$ cat config.mk
export PLATFORM = sky130hd
export DESIGN_NAME = utxo_table_spend_engine
export DESIGN_NICKNAME = d
export VERILOG_FILES = /design/src/sv/utxo_pkg.sv /design/src/sv/utxo_ram.sv /design/src/sv/utxo_table_spend_engine.sv
export SDC_FILE = /design/constraint.sdc
export NUM_CORES = 2
export LEC_CHECK = 0
export BUFFER_PORTS_ARGS = -buffer_cell sky130_fd_sc_hd__buf_2
export CAP_MARGIN = 40
export CORE_MARGIN = 2
export CORE_UTILIZATION = 57
export CTS_BUF_LIST = sky130_fd_sc_hd__clkbuf_16
export DETAILED_ROUTE_END_ITERATION = 7
export GPL_TIMING_DRIVEN = 0
export PLACE_DENSITY = 0.85
export SLEW_MARGIN = 10
export SYNTH_ARGS = -nofsm -noshare
export SYNTH_HDL_FRONTEND = slang
export SYNTH_HIERARCHICAL = 1
export SYNTH_SLANG_ARGS = --single-unit
$ cat constraint.sdc
create_clock -name clk -period 7 [get_ports clk]
set_input_delay 0.35 -clock clk [delete_from_list [all_inputs] [get_ports clk]]
set_output_delay 0.35 -clock clk [all_outputs]
set_load 0.1 [all_outputs]
$ cat src/sv/utxo_pkg.sv
// Shared constants, codes and beat types of the spend engine.
package utxo_pkg;

    localparam int TABLE_ENTRIES = 32;
    localparam int IDX_W = $clog2(TABLE_ENTRIES);
    localparam int CNT_W = $clog2(TABLE_ENTRIES + 1);
    localparam int KEY_W = 16;
    localparam int AMT_W = 40;
    localparam int ID_W  = 6;
    localparam int SUM_W = AMT_W + CNT_W;

    localparam logic [CNT_W-1:0] FULL_COUNT = CNT_W'(TABLE_ENTRIES);

    localparam logic [1:0] ACT_CREATE   = 2'd0;
    localparam logic [1:0] ACT_VALIDATE = 2'd1;
    localparam logic [1:0] ACT_CHECK    = 2'd2;
    localparam logic [1:0] ACT_SPEND    = 2'd3;

    typedef struct packed {
        logic [1:0]       action;
        logic [KEY_W-1:0] owner_key;
        logic [AMT_W-1:0] amount;
        logic [ID_W-1:0]  entry_id;
    } req_beat_t;

    typedef struct packed {
        logic            status;
        logic            answer;
        logic [ID_W-1:0] result_id;
        logic            last;
    } rsp_beat_t;

    typedef struct packed {
        logic [KEY_W-1:0] owner;
        logic [AMT_W-1:0] amount;
        logic             spent;
    } entry_t;

    typedef enum logic [2:0] {
        ST_IDLE,
        ST_CREATE,
        ST_LOOKUP,
        ST_WALK,
        ST_SETTLE,
        ST_FINAL
    } state_t;

endpackage

$ cat src/sv/utxo_ram.sv
// Generic single-write, single-read RAM with a registered, enabled read port.
module utxo_ram #(
    parameter int WIDTH = 8,
    parameter int DEPTH = 32
) (
    input  logic                     clk,
    input  logic                     wr_en,
    input  logic [$clog2(DEPTH)-1:0] wr_addr,
    input  logic [WIDTH-1:0]         wr_data,
    input  logic                     rd_en,
    input  logic [$clog2(DEPTH)-1:0] rd_addr,
    output logic [WIDTH-1:0]         rd_data
);

    logic [WIDTH-1:0] mem [DEPTH];

    always_ff @(posedge clk)
    begin
        if (wr_en)
        begin
            mem[wr_addr] <= wr_data;
        end
        if (rd_en)
        begin
            rd_data <= mem[rd_addr];
        end
    end

endmodule

$ cat src/sv/utxo_table_spend_engine.sv
// Spend engine over an append-only table of owner entries held in one RAM.
//
//  channel | payload    | valid     | stall     | beats per item
//  --------+------------+-----------+-----------+--------------------------
//  request | req_beat_t | req_valid | req_stall | 1
//  result  | rsp_beat_t | rsp_valid | rsp_stall | 1, or marked entries + 1
//
// Create, validate and check are accepted in ST_IDLE and answered from ST_CREATE
// or ST_LOOKUP. A spend walks the table in ST_WALK, reading one table entry a
// cycle from the RAM port while no marked entry waits on rsp_stall, and settles
// the outcome in ST_SETTLE and ST_FINAL.
// Reset clears the control state and the entry count; the RAM is not cleared,
// since only entries below the count are ever used.
module utxo_table_spend_engine
    import utxo_pkg::*;
(
    input  logic      clk,
    input  logic      rst_n,
    input  logic      req_valid,
    output logic      req_stall,
    input  req_beat_t req,
    output logic      rsp_valid,
    input  logic      rsp_stall,
    output rsp_beat_t rsp
);

    state_t state_reg, state_next;

    logic [CNT_W-1:0] count_reg, count_next;
    logic [CNT_W-1:0] idx_reg, idx_next;
    logic [SUM_W-1:0] collected_reg, collected_next;
    logic             short_reg, short_next;
    logic [AMT_W-1:0] change_reg, change_next;
    logic [1:0]       act_reg, act_next;
    logic [KEY_W-1:0] key_reg, key_next;
    logic [AMT_W-1:0] amt_reg, amt_next;
    logic [ID_W-1:0]  id_reg, id_next;
    logic             rsp_valid_reg, rsp_valid_next;
    rsp_beat_t        rsp_reg, rsp_next;

    logic             ram_wr_en;
    logic [IDX_W-1:0] ram_wr_addr;
    entry_t           ram_wr_data;
    logic             ram_rd_en;
    logic [IDX_W-1:0] ram_rd_addr;
    logic [$bits(entry_t)-1:0] ram_rd_bits;
    entry_t           rd_entry;

    logic      slot_free;
    logic      walk_done;
    logic      walk_match;
    logic      emit;
    rsp_beat_t emit_beat;

    utxo_ram #(
        .WIDTH ($bits(entry_t)),
        .DEPTH (TABLE_ENTRIES)
    ) u_table (
        .clk     (clk),
        .wr_en   (ram_wr_en),
        .wr_addr (ram_wr_addr),
        .wr_data (ram_wr_data),
        .rd_en   (ram_rd_en),
        .rd_addr (ram_rd_addr),
        .rd_data (ram_rd_bits)
    );

    assign rd_entry   = entry_t'(ram_rd_bits);
    assign slot_free  = !rsp_valid_reg || !rsp_stall;
    assign walk_done  = (idx_reg == count_reg) || (collected_reg >= SUM_W'(amt_reg));
    assign walk_match = !rd_entry.spent && (rd_entry.owner == key_reg);

    // Next state.
    always_comb
    begin
        state_next = state_reg;
        case (state_reg)
            ST_IDLE:
            begin
                if (req_valid)
                begin
                    case (req.action)
                        ACT_CREATE: state_next = ST_CREATE;
                        ACT_SPEND:  state_next = ST_WALK;
                        default:    state_next = ST_LOOKUP;
                    endcase
                end
            end
            ST_CREATE, ST_LOOKUP, ST_FINAL:
            begin
                if (slot_free)
                begin
                    state_next = ST_IDLE;
                end
            end
            ST_WALK:
            begin
                if (walk_done)
                begin
                    state_next = ST_SETTLE;
                end
            end
            ST_SETTLE:
            begin
                state_next = ST_FINAL;
            end
            default:
            begin
                state_next = ST_IDLE;
            end
        endcase
    end

    // Datapath and RAM control.
    always_comb
    begin
        req_stall      = (state_reg != ST_IDLE);
        ram_wr_en      = 1'b0;
        ram_wr_addr    = count_reg[IDX_W-1:0];
        ram_wr_data    = '{owner: key_reg, amount: amt_reg, spent: 1'b0};
        ram_rd_en      = 1'b0;
        ram_rd_addr    = '0;
        emit           = 1'b0;
        emit_beat      = '{status: 1'b0, answer: 1'b0, result_id: '0, last: 1'b1};
        count_next     = count_reg;
        idx_next       = idx_reg;
        collected_next = collected_reg;
        short_next     = short_reg;
        change_next    = change_reg;
        act_next       = act_reg;
        key_next       = key_reg;
        amt_next       = amt_reg;
        id_next        = id_reg;

        case (state_reg)
            ST_IDLE:
            begin
                if (req_valid)
                begin
                    act_next       = req.action;
                    key_next       = req.owner_key;
                    amt_next       = req.amount;
                    id_next        = req.entry_id;
                    idx_next       = '0;
                    collected_next = '0;
                    ram_rd_en      = 1'b1;
                    if (req.action != ACT_SPEND)
                    begin
                        // Entry numbers start at 1; an unknown number reads
                        // an entry whose data is then ignored.
                        ram_rd_addr = IDX_W'(req.entry_id - ID_W'(1));
                    end
                end
            end
            ST_CREATE:
            begin
                if (slot_free)
                begin
                    emit = 1'b1;
                    if ((count_reg != FULL_COUNT) && (amt_reg != '0))
                    begin
                        ram_wr_en           = 1'b1;
                        count_next          = count_reg + CNT_W'(1);
                        emit_beat.result_id = ID_W'(count_reg) + ID_W'(1);
                    end
                    else
                    begin
                        emit_beat.status = 1'b1;
                    end
                end
            end
            ST_LOOKUP:
            begin
                if (slot_free)
                begin
                    emit = 1'b1;
                    if ((id_reg != '0) && (ID_W'(count_reg) >= id_reg))
                    begin
                        emit_beat.answer = (act_reg == ACT_CHECK) ? rd_entry.spent
                                                                  : !rd_entry.spent;
                    end
                    else
                    begin
                        emit_beat.answer = (act_reg == ACT_CHECK);
                    end
                end
            end
            ST_WALK:
            begin
                if (!walk_done && (!walk_match || slot_free))
                begin
                    // The next entry is read while a matching one is written back.
                    idx_next    = idx_reg + CNT_W'(1);
                    ram_rd_en   = 1'b1;
                    ram_rd_addr = IDX_W'(idx_reg + CNT_W'(1));
                    if (walk_match)
                    begin
                        ram_wr_en           = 1'b1;
                        ram_wr_addr         = idx_reg[IDX_W-1:0];
                        ram_wr_data         = rd_entry;
                        ram_wr_data.spent   = 1'b1;
                        collected_next      = collected_reg + SUM_W'(rd_entry.amount);
                        emit                = 1'b1;
                        emit_beat.result_id = ID_W'(idx_reg) + ID_W'(1);
                        emit_beat.last      = 1'b0;
                    end
                end
            end
            ST_SETTLE:
            begin
                short_next  = (collected_reg < SUM_W'(amt_reg));
                change_next = AMT_W'(collected_reg - SUM_W'(amt_reg));
            end
            ST_FINAL:
            begin
                if (slot_free)
                begin
                    emit             = 1'b1;
                    emit_beat.status = short_reg;
                    ram_wr_data.amount = change_reg;
                    if (!short_reg && (change_reg != '0) && (count_reg != FULL_COUNT))
                    begin
                        ram_wr_en           = 1'b1;
                        count_next          = count_reg + CNT_W'(1);
                        emit_beat.result_id = ID_W'(count_reg) + ID_W'(1);
                    end
                end
            end
            default:
            begin
            end
        endcase
    end

    always_comb
    begin
        rsp_valid_next = rsp_valid_reg;
        rsp_next       = rsp_reg;
        if (emit)
        begin
            rsp_valid_next = 1'b1;
            rsp_next       = emit_beat;
        end
        else if (!rsp_stall)
        begin
            rsp_valid_next = 1'b0;
        end
    end

    always_ff @(posedge clk or negedge rst_n)
    begin
        if (!rst_n)
        begin
            state_reg     <= ST_IDLE;
            count_reg     <= '0;
            rsp_valid_reg <= 1'b0;
        end
        else
        begin
            state_reg     <= state_next;
            count_reg     <= count_next;
            rsp_valid_reg <= rsp_valid_next;
        end
    end

    always_ff @(posedge clk)
    begin
        idx_reg       <= idx_next;
        collected_reg <= collected_next;
        short_reg     <= short_next;
        change_reg    <= change_next;
        act_reg       <= act_next;
        key_reg       <= key_next;
        amt_reg       <= amt_next;
        id_reg        <= id_next;
        rsp_reg       <= rsp_next;
    end

    assign rsp_valid = rsp_valid_reg;
    assign rsp       = rsp_reg;

endmodule

* Word-level counts from Yosys, hierarchy flattened
Memory sizes are Yosys's and may differ from the RTL's. A register that Yosys moved wholly into a read port is not among the register bits.
Index checks and enable logic that the tools add are counted.
** Operators by class
- Reduce and logical (&&, ||, !) cells :: 31
- Muxes and demuxes :: 59
- Order comparisons :: 3
- $add $sub $neg :: 5
- Equal/unequal tests :: 21
** Operators with widths (count)
- 2-to-1 mux 46 bit :: 3
- 2-to-1 mux 57 bit :: 2
- case mux 46 bit (2 select lines) :: 1
- case mux 40 bit (2 select lines) :: 1
- nonzero test 40 bit :: 2
- 2-to-1 mux 6 bit :: 10
- adder 46 x 40 -> 46 bit :: 1
- greater-or-equal comparator 46 x 40 -> 1 bit :: 1
- < comparator 46 x 40 -> 1 bit :: 1
- 2-to-1 mux 40 bit :: 1
- subtractor 40 bit :: 1
- 2-to-1 mux 5 bit :: 6
- case mux 6 bit (2 select lines) :: 2
- 2-to-1 mux 1 bit :: 19
- != test 2 bit (second input constant) :: 9
- case mux 6 bit (3 select lines) :: 1
- == test 16 bit :: 1
- 2-to-1 mux 16 bit :: 1
- 2-to-1 mux 7 bit :: 2
- adder 6 x 1 -> 6 bit (second input constant) :: 2
- case mux 3 bit (4 select lines) :: 1
- case mux 5 bit (2 select lines) :: 1
- 2-to-1 mux 3 bit :: 3
- == test 3 x 2 -> 1 bit (second input constant) :: 2
- 24 further kinds :: 45
** Storage, ports and cells
- Memories :: 1
- Register bits :: 176
- Output and inout bits :: 11
- RAM bits :: 1824
- Input port bits :: 68
- Word-level logic and storage cells :: 135
** Memory list
- u_table.mem :: words 32, width 57, rd ports 1, clocked after memory_dff 1, write ports 1, RTL line utxo_ram.sv:15 : logic [WIDTH-1:0] mem [DEPTH];

* Logic depth before layout (Yosys ltp)
- Word-level depth :: 9
- Depth in mapped cells :: 21
- Depth with buffers taken out :: 18

* Modules after synthesis
Netlist, hierarchy kept.
** Modules (own cells, without submodules)
- utxo_ram :: cells an instance 3985, area each 72696.0 um^2, seq. area each 56484.2 um^2, times used 1
- utxo_table_spend_engine :: cells an instance 1241, area each 12254.3 um^2, seq. area each 5235.0 um^2, times used 1

* Worst setup path before layout
OpenSTA, ideal clock, no wires.
- Kind :: register to register
- From :: reg collected_reg[23]
- To :: reg u_table.rd_data[0], read port of u_table.mem, enable pin
- Path buffers :: 1
- Cell stages (with the launch flop) :: 13
- Path slack :: 40 ps
- Arrival time :: 6409 ps
- Library setup time :: 551 ps
- Data required time :: 6449 ps
- Cells stage by stage :: edfxtp_1 > ha_1 > buf_6 > a21o_1 > a31oi_4 > o21ai_2 > a21oi_2 > nor2_1 > a41oi_2 > a21oi_2 > nor3_1 > o21ai_1 > o21ai_0
** Between the ends
- Longest elaborated chain between the ends :: 6
- Elaborated cells between the ends (all ways) :: 8
- Classes of those cells :: 1 x order compare; 4 x mux; 3 x reduce/logical
** Ends and longest elaborated chain
- start: declaration :: RTL line utxo_table_spend_engine.sv:31 : logic [SUM_W-1:0] collected_reg, collected_next;
- start signal: assignment :: RTL line utxo_table_spend_engine.sv:269 : collected_reg <= collected_next;
- greater-or-equal comparator 46 x 40 -> 1 bit :: RTL line utxo_table_spend_engine.sv:70 : assign walk_done = (idx_reg == count_reg) || (collected_reg >= SUM_W'(amt_reg));
- logical OR 1 bit :: RTL line utxo_table_spend_engine.sv:70
- logical NOT 1 bit :: RTL line utxo_table_spend_engine.sv:190 : if (!walk_done && (!walk_match || slot_free))
- logical AND 1 bit :: RTL line utxo_table_spend_engine.sv:190
- 2-to-1 mux 1 bit :: RTL line utxo_table_spend_engine.sv:190
- case mux 1 bit (2 select lines) :: RTL line utxo_table_spend_engine.sv:135 : case (state_reg)
- via ram_rd_en :: RTL line utxo_table_spend_engine.sv:44 : logic ram_rd_en;
- end: declaration :: RTL line utxo_ram.sv:12 : output logic [WIDTH-1:0] rd_data
The timed path passes the listed nets, and every way through them passes these cells.
A chain may end at the register's enable or synchronous reset.

* Final worst setup path
- From :: reg amt_reg[0]
- To :: reg u_table.rd_data[28], read port of u_table.mem, data pin
** Between the ends
- Longest elaborated chain between the ends :: 6
- Elaborated cells between the ends (all ways) :: 8
- Classes of those cells :: 1 x order compare; 4 x mux; 3 x reduce/logical
** Ends and longest elaborated chain
- start: declaration :: RTL line utxo_table_spend_engine.sv:36 : logic [AMT_W-1:0] amt_reg, amt_next;
- start signal: assignment :: RTL line utxo_table_spend_engine.sv:274 : amt_reg <= amt_next;
- greater-or-equal comparator 46 x 40 -> 1 bit :: RTL line utxo_table_spend_engine.sv:70
- logical OR 1 bit :: RTL line utxo_table_spend_engine.sv:70
- logical NOT 1 bit :: RTL line utxo_table_spend_engine.sv:190
- logical AND 1 bit :: RTL line utxo_table_spend_engine.sv:190
- 2-to-1 mux 5 bit :: RTL line utxo_table_spend_engine.sv:190
- case mux 5 bit (2 select lines) :: RTL line utxo_table_spend_engine.sv:135
- via ram_rd_addr[2] :: RTL line utxo_table_spend_engine.sv:45 : logic [IDX_W-1:0] ram_rd_addr;
The timed path passes the listed nets, and every way through them passes these cells.

==> results.cfg <==
[power]
p_per_area_mw_per_mm2 = 359
pwr-share-clk_pct = 29.3
switching_power_mw = 11.1
seq_power_share_pct = 45.4
power.total_mw = 34.9
p_int_mw = 23.8
ir_worst_vdd_uv = 327
p_sw_share_pct = 31.9
leakage_nw = 32.0
combPwrFrac_pct = 25.3

[placed_design]
hpwlAfterDp_mm = 155
io_buffers = 78
place_ws_ns = 0.338
placed_area_sq_mm = 0.0905
dp.cells = 7375
place_congestion = 0.967

[cts]
htreeDepth = 4
clkTransAtPathRegs_ns = 0.06
clk_latency_ns = 0.85
clockBufferDepth = 3
cts_setup_buffers = 0
numCtsBuffers = 187
clock-sinks = 2057
cts_tree = yes
ctsRootBufferMaster = clkbuf_16

[cells_and_area]
fillers = 9012
largest_register_ffs = 1824
seqCellArea_sq_mm = 0.0617
drive_above_1_share_pct = 12.4
finalNonFillerCells = 7801
final_nets = 5867
multi_input_area_sq_mm = 0.0213
syn2layout_area_growth_pct = 14.6
final_cell_area_sq_mm = 0.0973

[floorplan]
coreArea_sq_mm = 0.148
die_area_sq_mm = 0.152
initial_core_util_pct = 57.5
num_rows = 141
die_w_um = 390
io_pins = 79
die_y_um = 390

[grt]
antenna_found_initial = 8
gr-total-overflow = 0
grt_max_degree = 42
grt_pass1_vias = 52525
grt_pass1_wl_mm = 347
grt.total_usage_pct = 31.3

[yosys]
ys_ff_latch = 2057
netlist_area_sq_mm = 0.0850
ys_seq_area_share_pct = 72.7
synthDistinctLibCells = 76
ys_async_sr_fraction_pct = 0.486
synth_edf_count = 2047
yosysWarnings = 6
syn_inst = 5226
synth_top_cell_by_area = edfxtp_1
synth_area_leaders = edfxtp_1, mux2i_1, a21oi_1
synthFlopType = edfxtp_1
synth.avg_cell_area_sq_um = 16.3
yosys.area.top_type_share_pct = 72.4
synth_nets = 5388
synthMostInstantiatedCell = edfxtp_1
synth_commonest_cells = edfxtp_1, mux2i_1, a21oi_1

[critical_path]
cp.required_ns = 7.49
cpMostUsedCell = nand3_1
cpMaxStageDelayCell = o32ai_1
path_class = flop to flop
cpPeakStageDelay_ns = 0.60
start_kind = flop
crit_chain = ha_1 > fa_1 > nor2b_1 > o21ai_1 > a21boi_1 > o31ai_1 > nand3_1 > nand3_1 > a21oi_2 > nor3_1 > o21ai_1 > o32ai_1 > buf_2 > and2_1 > buf_2 > buf_4 > buf_2 > a22oi_1 > nand3_1 > nand3_1
critPathTopFamily = compound AO/OA/AOI/OAI gates
critPathBufInv = 4
worst_setup_path_end_kind = flop
r2r.worst_path.cells = 20
cp.depth = 20
worstPathMaxFanout = 12
cp.arrival_ns = 7.34

[timing]
final_max_slew_viol_count = 0
slew_headroom_pct = 32.6
setup_violations = 0
worst_pin_slew_ns = 1.01
final.setup.worst_slack_ns = 0.151
final.min_clock_period_ns = 6.85
hold_slack_ns = 0.216
rsz0062_at_grt = no
hold_violations = 0
fin_crit_sh_pct = 97.8
fmaxAchievable_mhz = 146
final.setup_skew_ns = 0.0662

[detailed_routing]
firstDrtPassIters = 8
vias_per_cell = 6.77
wl_mm = 241
vias = 52836
drc_errors = 0
wl_per_cell_um = 30.9
drt_iter0_markers = 8261
drt.antenna.violating_nets = 0

[outcome]
status = complete, no violations

[job]
maxCapViolCount = 0

[hold_path]
hold_class = input pin to flop
min_path_cells = 2
[path summary, 6_finish.rpt]
check | startpoint | end | slack, ns
worst max-delay path | amt_reg[0]$_DFFE_PP_ | u_table/rd_data[28]$_DFFE_PP_ | 0.15
worst min-delay path | req[61] | key_reg[15]$_DFFE_PP_ | 0.22
worst max register to register | amt_reg[0]$_DFFE_PP_ | u_table/rd_data[28]$_DFFE_PP_ | 0.15
worst min register to register | count_reg[5]$_DFFE_PN0P_ | count_reg[5]$_DFFE_PN0P_ | 0.63
max in group asynchronous | rst_n | state_reg[1]$_DFFE_PN0P_ | 6.00
min in group asynchronous | rst_n | count_reg[2]$_DFFE_PN0P_ | 0.61
[placed cells by master, fill, tap and decap left out, drive strengths merged, types with 9 or more instances in the layout]
cell / n
edfxtp: 2047
mux2i: 913
buf: 400
clkbuf: 303
a21oi: 265
nand2: 242
nand3: 204
a22oi: 171
inv: 126
nor2: 122
a22o: 114
ha: 92
clkinv: 92
nor3: 77
a31oi: 69
dlygate4sd3: 68
o21ai: 56
xor2: 53
xnor2: 53
and3: 50
a21o: 49
a221o: 41
nor4: 32
nand4: 21
nor2b: 19
bufinv: 19
nand2b: 14
and2: 12
o21bai: 11
or3: 11
clkinvlp: 11
dfrtp: 10
a211oi: 9
[power by group through the flow]
stage                     clock (mW)  combinational (mW)  sequential, mW
after detailed placement           0                8.35            16.0
after floorplan                    0                5.13            16.0
after global routing            10.7                9.25            15.9
after global placement             0                7.56            16.2
final                           10.2                8.84            15.8
after CTS                       10.2                8.55            15.8
[stage by stage]
stage	TNS (ns)	util, %
2_1_floorplan	0	-
3_3_place_gp	-5149.18	59.4
3_5_place_dp	0	61.2
4_1_cts	0	65.8
5_1_grt	0	65.8
6_report	0	65.8
[cells by family after synthesis]
group / count (synthesis) / synth area share (%)
AO/OA/AOI/OAI: 839 / 6.75
AND/OR/NAND/NOR: 833 / 4.71
flip-flops: 2057 / 72.7
multiplexers: 918 / 10.8
adder cells (fa/ha/maj): 94 / 1.40
buffers and inverters: 379 / 2.56
XOR/XNOR: 106 / 1.09
[repair_timing]
item | 4_1_cts | 5_1_grt
hold buffers | 68 | 0
resized for setup | 0 | 4
endpoints found under the hold margin | 78 | 0
setup endpoints to repair | 0 | 11
[metal layers]
layer	vias up	wire, um	GRT usage, %	part of all wire (%)
li1	21509	-	-	-
met1	25789	80100	39.3	33
met2	4649	110000	48.8	46
met3	885	34800	9.13	14
met4	4	15500	18.2	6.4
met5	-	26	0	0.011
[layout make-up]
| type | count | share of cell area [%] |
|---|---|---|
| timing repair buffer | 290 | 3.65 |
| multi-input combinational | 2790 | 21.9 |
| clock inverter | 162 | 1.45 |
| buffer | 293 | 1.92 |
| clock buffer | 188 | 4.83 |
| sequential | 2057 | 63.4 |
| tap | 1930 | 2.48 |
| antenna | 5 | 0.0129 |
| inverter | 86 | 0.334 |
Power figures use the tool's default switching activity.
